**src/rtl/tspl_pkg.sv**
```systemverilog
// ----------------------------------------------------------------------------
// tspl_pkg
// Shared widths and configuration register indexes for the two-stage
// pattern locator.
// ----------------------------------------------------------------------------
package tspl_pkg;

    localparam int BYTE_W    = 8;   // message byte
    localparam int PAT_W     = 64;  // pattern register, eight bytes
    localparam int LEN_W     = 4;   // pattern length register
    localparam int OFF_W     = 16;  // reported offsets
    localparam int CFG_IDX_W = 2;   // configuration register index

    // Configuration register indexes
    localparam logic [CFG_IDX_W-1:0] CFG_PHASE_PATTERN    = 2'd0;
    localparam logic [CFG_IDX_W-1:0] CFG_PHASE_LENGTH     = 2'd1;
    localparam logic [CFG_IDX_W-1:0] CFG_SUBPHASE_PATTERN = 2'd2;
    localparam logic [CFG_IDX_W-1:0] CFG_SUBPHASE_LENGTH  = 2'd3;

endpackage

```
**src/rtl/tspl_window_match.sv**
```systemverilog
// ----------------------------------------------------------------------------
// tspl_window_match
// Parallel compare of the byte window against one pattern of a given length.
// ----------------------------------------------------------------------------
module tspl_window_match #(
    parameter int MAX_PATTERN = 8
) (
    input  logic [tspl_pkg::BYTE_W-1:0] win     [MAX_PATTERN],
    input  logic [tspl_pkg::PAT_W-1:0]  pattern,
    input  logic [tspl_pkg::LEN_W-1:0]  len,
    output logic                        hit
);
    import tspl_pkg::*;

    logic [MAX_PATTERN:0] len_hit;

    // One candidate per length: pattern byte i sits at window slot len-1-i.
    always_comb begin
        len_hit    = '1;
        for (int l = 1; l <= MAX_PATTERN; l++) begin
            for (int i = 0; i < l; i++) begin
                if (win[l-1-i] != pattern[i*BYTE_W +: BYTE_W]) begin
                    len_hit[l] = 1'b0;
                end
            end
        end
    end

    // Select the candidate for the requested length.
    always_comb begin
        hit = 1'b0;
        for (int l = 0; l <= MAX_PATTERN; l++) begin
            if (len == LEN_W'(l)) begin
                hit = len_hit[l];
            end
        end
    end

endmodule

```
**src/rtl/two_stage_pattern_locator.sv**
```systemverilog
// Path: bytes are matched out of the input register; a last byte loads the
//   result register. Throughput: one byte per cycle, a last byte waiting
//   while the result register is full; the window compare for both patterns
//   is a single parallel stage between the input and result registers.
// Reset: aresetn (synchronous, active low) clears the configuration registers,
//   the message counter and match flags, and both valid flags.
// ----------------------------------------------------------------------------
// two_stage_pattern_locator
// Streams the bytes of a message, finds the first phase pattern and then the
// first subphase pattern that starts at or after the end of the phase, and
// reports one result item on the last byte of each message.
// ----------------------------------------------------------------------------
module two_stage_pattern_locator #(
    parameter int MAX_PATTERN = 8,
    parameter int MAX_MESSAGE = 65535
) (
    input  logic                           aclk,
    input  logic                           aresetn,

    // Configuration write port
    input  logic                           cfg_wr_en,
    input  logic [tspl_pkg::CFG_IDX_W-1:0] cfg_wr_index,
    input  logic [tspl_pkg::PAT_W-1:0]     cfg_wr_data,

    // Input byte channel
    input  logic                           s_valid,
    output logic                           s_ready,
    input  logic [tspl_pkg::BYTE_W-1:0]    s_src_byte,
    input  logic                           s_last,

    // Result channel
    output logic                           m_valid,
    input  logic                           m_ready,
    output logic                           m_found,
    output logic [tspl_pkg::OFF_W-1:0]     m_phase_offset,
    output logic [tspl_pkg::OFF_W-1:0]     m_subphase_end
);
    import tspl_pkg::*;

    // Byte counter saturates one above the message limit.
    localparam int CNT_W = $clog2(MAX_MESSAGE + 2);
    // Wide enough for start + phase length + subphase length and the count.
    localparam int CMP_W = OFF_W + 2;

    localparam logic [CNT_W-1:0] MSG_MAX = CNT_W'(MAX_MESSAGE);
    localparam logic [LEN_W-1:0] LEN_MAX = LEN_W'(MAX_PATTERN);

    // ------------------------------------------------------------------
    // Configuration registers
    // ------------------------------------------------------------------
    logic [PAT_W-1:0] phase_pat_reg;
    logic [LEN_W-1:0] phase_len_reg;
    logic [PAT_W-1:0] sub_pat_reg;
    logic [LEN_W-1:0] sub_len_reg;

    always_ff @(posedge aclk) begin
        if (!aresetn) begin
            phase_pat_reg <= '0;
            phase_len_reg <= '0;
            sub_pat_reg   <= '0;
            sub_len_reg   <= '0;
        end else if (cfg_wr_en) begin
            unique case (cfg_wr_index)
                CFG_PHASE_PATTERN:    phase_pat_reg <= cfg_wr_data;
                CFG_PHASE_LENGTH:     phase_len_reg <= cfg_wr_data[LEN_W-1:0];
                CFG_SUBPHASE_PATTERN: sub_pat_reg   <= cfg_wr_data;
                CFG_SUBPHASE_LENGTH:  sub_len_reg   <= cfg_wr_data[LEN_W-1:0];
                default: ;
            endcase
        end
    end

    // ------------------------------------------------------------------
    // Input register
    // ------------------------------------------------------------------
    logic              in_valid_reg;
    logic [BYTE_W-1:0] in_byte_reg;
    logic              in_last_reg;
    logic              out_free;
    logic              advance;
    logic              res_load;

    // The result register is free if empty or being drained this cycle.
    assign out_free = !m_valid || m_ready;
    // A byte that is not last never needs the result register.
    assign advance  = in_valid_reg && (!in_last_reg || out_free);
    assign res_load = advance && in_last_reg;
    assign s_ready  = !in_valid_reg || advance;

    always_ff @(posedge aclk) begin
        if (!aresetn) begin
            in_valid_reg <= 1'b0;
        end else if (s_ready) begin
            in_valid_reg <= s_valid;
        end
    end

    always_ff @(posedge aclk) begin
        if (s_ready && s_valid) begin
            in_byte_reg <= s_src_byte;
            in_last_reg <= s_last;
        end
    end

    // ------------------------------------------------------------------
    // Message state
    // ------------------------------------------------------------------
    // The window needs no clear: a match is only taken once the count
    // covers the whole pattern, so stale bytes never decide a match.
    logic [BYTE_W-1:0] win_reg [MAX_PATTERN];
    logic [BYTE_W-1:0] win_next [MAX_PATTERN];
    logic [CNT_W-1:0]  cnt_reg;
    logic [CNT_W-1:0]  cnt_next;
    logic              phase_hit_reg;
    logic              phase_hit_next;
    logic [OFF_W-1:0]  phase_start_reg;
    logic [OFF_W-1:0]  phase_start_next;
    logic              sub_hit_reg;
    logic              sub_hit_next;
    logic [OFF_W-1:0]  sub_end_reg;
    logic [OFF_W-1:0]  sub_end_next;

    // Shift the new byte into slot 0.
    always_comb begin
        win_next[0] = in_byte_reg;
        for (int k = 1; k < MAX_PATTERN; k++) begin
            win_next[k] = win_reg[k-1];
        end
    end

    // Clamp oversized lengths to the window depth.
    logic [LEN_W-1:0] plen;
    logic [LEN_W-1:0] slen;
    assign plen = (phase_len_reg > LEN_MAX) ? LEN_MAX : phase_len_reg;
    assign slen = (sub_len_reg   > LEN_MAX) ? LEN_MAX : sub_len_reg;

    logic phase_match;
    logic sub_match;

    tspl_window_match #(
        .MAX_PATTERN (MAX_PATTERN)
    ) u_phase_match (
        .win     (win_next),
        .pattern (phase_pat_reg),
        .len     (plen),
        .hit     (phase_match)
    );

    tspl_window_match #(
        .MAX_PATTERN (MAX_PATTERN)
    ) u_sub_match (
        .win     (win_next),
        .pattern (sub_pat_reg),
        .len     (slen),
        .hit     (sub_match)
    );

    logic             in_range;
    logic [CMP_W-1:0] n_ext;
    logic [CMP_W-1:0] sub_floor;
    logic             phase_take;
    logic             sub_take;

    // Count this byte, saturating past the limit.
    assign cnt_next = (cnt_reg <= MSG_MAX) ? cnt_reg + CNT_W'(1) : cnt_reg;
    assign in_range = (cnt_next <= MSG_MAX);
    assign n_ext    = CMP_W'(cnt_next);

    // Earliest count at which a subphase may end: phase end plus its length.
    assign sub_floor = CMP_W'(phase_start_reg) + CMP_W'(plen) + CMP_W'(slen);

    assign phase_take = in_range && (plen != '0) && !phase_hit_reg
                     && (n_ext >= CMP_W'(plen)) && phase_match;

    // The subphase only starts looking on the byte after the phase hit.
    assign sub_take = in_range && (plen != '0) && phase_hit_reg && !sub_hit_reg
                   && (slen != '0) && (n_ext >= sub_floor) && sub_match;

    always_comb begin
        phase_hit_next   = phase_hit_reg;
        phase_start_next = phase_start_reg;
        sub_hit_next     = sub_hit_reg;
        sub_end_next     = sub_end_reg;
        if (phase_take) begin
            phase_hit_next   = 1'b1;
            phase_start_next = OFF_W'(n_ext - CMP_W'(plen));
        end
        if (sub_take) begin
            sub_hit_next = 1'b1;
            sub_end_next = OFF_W'(cnt_next);
        end
    end

    always_ff @(posedge aclk) begin
        if (!aresetn) begin
            cnt_reg       <= '0;
            phase_hit_reg <= 1'b0;
            sub_hit_reg   <= 1'b0;
        end else if (advance) begin
            // Clear the count and hit flags after the last byte.
            if (in_last_reg) begin
                cnt_reg       <= '0;
                phase_hit_reg <= 1'b0;
                sub_hit_reg   <= 1'b0;
            end else begin
                cnt_reg       <= cnt_next;
                phase_hit_reg <= phase_hit_next;
                sub_hit_reg   <= sub_hit_next;
            end
        end
    end

    always_ff @(posedge aclk) begin
        if (advance) begin
            win_reg         <= win_next;
            phase_start_reg <= phase_start_next;
            sub_end_reg     <= sub_end_next;
        end
    end

    // ------------------------------------------------------------------
    // Result decision
    // ------------------------------------------------------------------
    logic             res_found;
    logic [OFF_W-1:0] res_offset;
    logic [OFF_W-1:0] res_end;

    always_comb begin
        res_found  = 1'b0;
        res_offset = '0;
        res_end    = '0;
        if (in_range) begin
            if (plen == '0) begin
                // No phase configured: accept the whole message.
                res_found = 1'b1;
                res_end   = OFF_W'(cnt_next);
            end else if (phase_hit_next && (slen == '0)) begin
                // Phase only: the match runs to the end of the message.
                res_found  = 1'b1;
                res_offset = phase_start_next;
                res_end    = OFF_W'(cnt_next);
            end else if (phase_hit_next && sub_hit_next) begin
                res_found  = 1'b1;
                res_offset = phase_start_next;
                res_end    = sub_end_next;
            end
        end
    end

    // ------------------------------------------------------------------
    // Result register
    // ------------------------------------------------------------------
    logic             m_valid_reg;
    logic             m_found_reg;
    logic [OFF_W-1:0] m_offset_reg;
    logic [OFF_W-1:0] m_end_reg;

    always_ff @(posedge aclk) begin
        if (!aresetn) begin
            m_valid_reg <= 1'b0;
        end else if (res_load) begin
            m_valid_reg <= 1'b1;
        end else if (m_ready) begin
            m_valid_reg <= 1'b0;
        end
    end

    always_ff @(posedge aclk) begin
        if (res_load) begin
            m_found_reg  <= res_found;
            m_offset_reg <= res_offset;
            m_end_reg    <= res_end;
        end
    end

    assign m_valid        = m_valid_reg;
    assign m_found        = m_found_reg;
    assign m_phase_offset = m_offset_reg;
    assign m_subphase_end = m_end_reg;

    // ------------------------------------------------------------------
    // Assertions
    // ------------------------------------------------------------------
    a_sub_needs_phase: assert property (@(posedge aclk) disable iff (!aresetn)
        sub_hit_reg |-> phase_hit_reg)
        else $error("subphase hit recorded without a phase hit");

    a_count_bound: assert property (@(posedge aclk) disable iff (!aresetn)
        cnt_reg <= MSG_MAX + CNT_W'(1))
        else $error("byte count ran past its saturation value");

    a_fail_zero: assert property (@(posedge aclk) disable iff (!aresetn)
        (m_valid_reg && !m_found_reg) |-> (m_offset_reg == '0 && m_end_reg == '0))
        else $error("failed search reported nonzero offsets");

    a_last_clears: assert property (@(posedge aclk) disable iff (!aresetn)
        res_load |=> (cnt_reg == '0 && !phase_hit_reg && !sub_hit_reg))
        else $error("message state not cleared after last item");

    a_no_overwrite: assert property (@(posedge aclk) disable iff (!aresetn)
        (m_valid_reg && !m_ready) |-> !res_load)
        else $error("result register loaded while still holding an item");

endmodule

```
**config.mk**
```make
export PLATFORM = sky130hd
export DESIGN_NAME = two_stage_pattern_locator
export DESIGN_NICKNAME = d
export VERILOG_FILES = /design/src/rtl/tspl_pkg.sv /design/src/rtl/tspl_window_match.sv /design/src/rtl/two_stage_pattern_locator.sv
export SDC_FILE = /design/constraint.sdc
export NUM_CORES = 1
export LEC_CHECK = 0
export BUFFER_PORTS_ARGS = -buffer_cell sky130_fd_sc_hd__buf_2
export CAP_MARGIN = 20
export CORE_AREA = 2 2 179 181
export CTS_CLUSTER_DIAMETER = 80
export DETAILED_ROUTE_END_ITERATION = 10
export DIE_AREA = 0 0 181 183
export GPL_TIMING_DRIVEN = 0
export PLACE_DENSITY = 0.88
export SYNTH_ARGS = -nofsm -noshare
export SYNTH_HDL_FRONTEND = slang
export SYNTH_SLANG_ARGS = --single-unit
```
**constraint.sdc**
```tcl
create_clock -name aclk -period 6.3 [get_ports aclk]
set_input_delay 0.315 -clock aclk [delete_from_list [all_inputs] [get_ports aclk]]
set_output_delay 0.315 -clock aclk [all_outputs]
set_load 0.005 [all_outputs]
```
==> qor.txt <==
initial antenna violation count: 2
sequential area share after synthesis: 0.369
crit path capture: m_subphase_end[15]
max_slew headroom: 0.146
DR WL/cell: 29.2 µm
Synth cell types: 63
Startpoint Class: flop
Worst-path clk slew: 0.06 ns
syn_nets: 2245
final wirelength: 81200 µm
number of global-route vias before repair: 17500
EDFF count, synth: 130
total gr overflow: 0
Clock Latency Late Sink: 0.61 ns
Max stage delay cell, worst path: o41ai_4
Final Cell Area: 22100 µm²
Most used DFF post-synth: dfxtp_1
CP cell instances: ha_1, or4_4, nor3_1, nor4b_1, xor2_1, ha_1, o21a_1, o31a_1, or3_1, nor3_1, nand4_2, o41ai_4, nand2_1, and3_1, buf_2, buf_2, o2bb2ai_1
vias: 18100
crit path time final: 6.02 ns
Post-Syn Area: 19100 µm²
Die Area: 33100 µm²
area grow syn2layout: 15.4%
CP Class: reg2reg
Max Slew Vio Count: 0
routability cong.: 1.10
mux cell area share after synthesis: 0.00648
layout cells sized above 1: 0.0888
pwr/cell area: 216 nW/µm²
Placed Cells: 2658
DR DRC count: 0
Lkg Pwr: 7.87 nW
die width: 181 µm
Max Fclk: 166 MHz
met1 Use GR: 0.578
Worst-Margin Slew: 1.28 ns
commonest non-fill, non-tap cells in the layout: xnor2_1, nand2_1, xor2_1
CTS H-Tree Depth: 1
synthesized-area fraction occupied by adder cells: 0.0229
Max FO, Critical Path: 10
Post-Synth Simple-Gate Area: 0.168
final std cells w/o fill: 2780
reg2reg start: cnt_reg[0]
VDD IR-drop max: 0.000285 V
synthesis-stage register bit count: 287
Final Net Count: 2464
port bufs: 113
async set-reset flop share out of synthesis: 0
drt pass-1 iters: 5
Bufs on Longest Clock Path: 3
Worst Setup End Kind: flop
hold crit path type: in2reg
RR Endpoint: m_subphase_end[15]
clock root buffer master: clkbuf_16
Placed Area: 20400 µm²
grt met3 use: 0.155
first-iteration detailed-routing DRC count: 2672
status: complete, but fails checks
WHS: -0.00790 ns
XOR/XNOR Fraction of Synth Area: 0.281
Crit path largest cell delay: 0.70 ns
skew final: 0.0149 ns
Max Cap Viol: 0
CTS tree: done
vias per std cell: 6.52
Reg2Reg Depth: 17
clock sink count: 287
Tot GR Track Use: 0.482
Syn. warnings: 0
die height: 183 µm
crit path from: cnt_reg[0]
Final period util: 0.955
flop-to-flop setup slack: 0.28 ns
Top Ports: 115
post-route setup TNS: 0 ns
Mapped Cells: 2133
Final Hold Fails: 3
largest net degree at the start of global routing: 49
Row Count: 65
CTS buffer count: 31
met2 usage: 0.732
core box area: 31200 µm²
busiest grt layer: met2
# setup viols final: 0
Avg Inst Size Synth: 8.96 µm²
ANT nets after route: 0
CP required: 6.65 ns
HPWL after detailed placement: 59400 µm
RSZ-0062 raised after global routing: no
commonest non-fill, non-tap cell in the layout: xnor2_1
Synth Area in Compound Gates: 0.103
CP arrival: 6.36 ns
failing checks: negative hold slack
Layout Utilization: 0.706
first-pass GRT wire length: 116000 µm
largest family of logic cells by synthesized area: XOR/XNOR gates
Total Power: 4.77 mW
Initial Util: 0.612
[worst max-delay path: cells and delay by family, from the launching register on]
family                     cells  cell delay, ns
xor gates and xnor gates       1            0.65
buffers and inverters          2            0.38
adders and majority gates      2            0.71
and+or+nand+nor                8            2.53
AOI/OAI and AO/OA              4            1.08
DFF                            1            0.38
[repair_timing]
action	in CTS	in global routing
endpoints found under the setup margin	0	17
setup buffers	0	1
hold endpoints to repair	85	0
resized for setup	0	3
hold buffers	57	0
[worst min-delay path by stage]
stage                                from                 to  slack (ns)  cells after the start
after detailed placement     win_next[25]       win_next[17]        0.43                      0
after global routing      cfg_wr_data[32]  phase_pat_reg[32]        0.01                      3
after global placement       win_next[28]       win_next[20]        0.43                      0
final                     cfg_wr_data[17]  phase_pat_reg[17]      -0.008                      3
after CTS                 cfg_wr_data[17]  phase_pat_reg[17]      0.0005                      3
after floorplan             s_src_byte[0]     in_byte_reg[0]        0.41                      0
[Yosys cell counts (11+ instances only)]
master     count  area, µm²
a21boi_0     129        968
a21o_1        12       90.1
a21oi_1       29        145
a22oi_1       12       90.1
buf_1         50        188
buf_2         19       95.1
clkbuf_1     149        559
dfxtp_1      157       3140
edfxtp_1     130       3900
ha_1          27        338
inv_1         33        124
nand2_1      315       1180
nand3_1       31        155
nand4_1      111        694
nor2_1        38        143
nor2b_1       32        200
nor3_1        36        180
nor4_1        73        457
o21ai_0       32        160
o21ai_1       11       55.1
o2bb2ai_1     16        140
xnor2_1      379       3320
xor2_1       232       2030
[routing by layer]
layer | vias up | wire length, µm
met1 | 8421 | 28400
met5 | - | 13
li1 | 7663 | -
met4 | 2 | 7550
met3 | 526 | 11400
met2 | 1513 | 33900
[where the power goes]
group	leakage [nW]	switching (mW)	internal (mW)
clock network	0.485	0.811	1.03
registers	2.43	0.0546	2.02
logic	4.96	0.537	0.315
total	7.87	1.40	3.36
[per-stage QoR]
stage / hold WS, ns / setup slack [ns]
final: -0.00790 / 0.282
after global routing: 0.0129 / 0.0103
after CTS: 0.000489 / 0.118
after detailed placement: 0.432 / 0.138
after global placement: 0.426 / 0.227
after floorplan: 0.414 / 1.42
[cell type report]
class,instances,area [µm²]
Clock inverter,13,144
Antenna cell,2,5.00
Tap cell,402,503
Timing Repair Buffer,187,1420
Fill cell,2295,9170
Sequential cell,287,7050
Inverter,33,126
Clock buffer,44,856
Buffer,218,846
Multi-Input combinational cell,1594,11100
[logic make-up (layout without fill, tap and decap cells)]
kind of cell | Yosys count | count (layout)
other | 0 | 2
AO/OA/AOI/OAI | 276 | 276
adder cells (fa/ha/maj) | 32 | 32
XOR/XNOR | 612 | 612
AND/OR/NAND/NOR | 662 | 662
multiplexers | 12 | 12
buffers and inverters | 252 | 495
flip-flops | 287 | 287
Note: power is estimated with default switching activity, not from simulation.
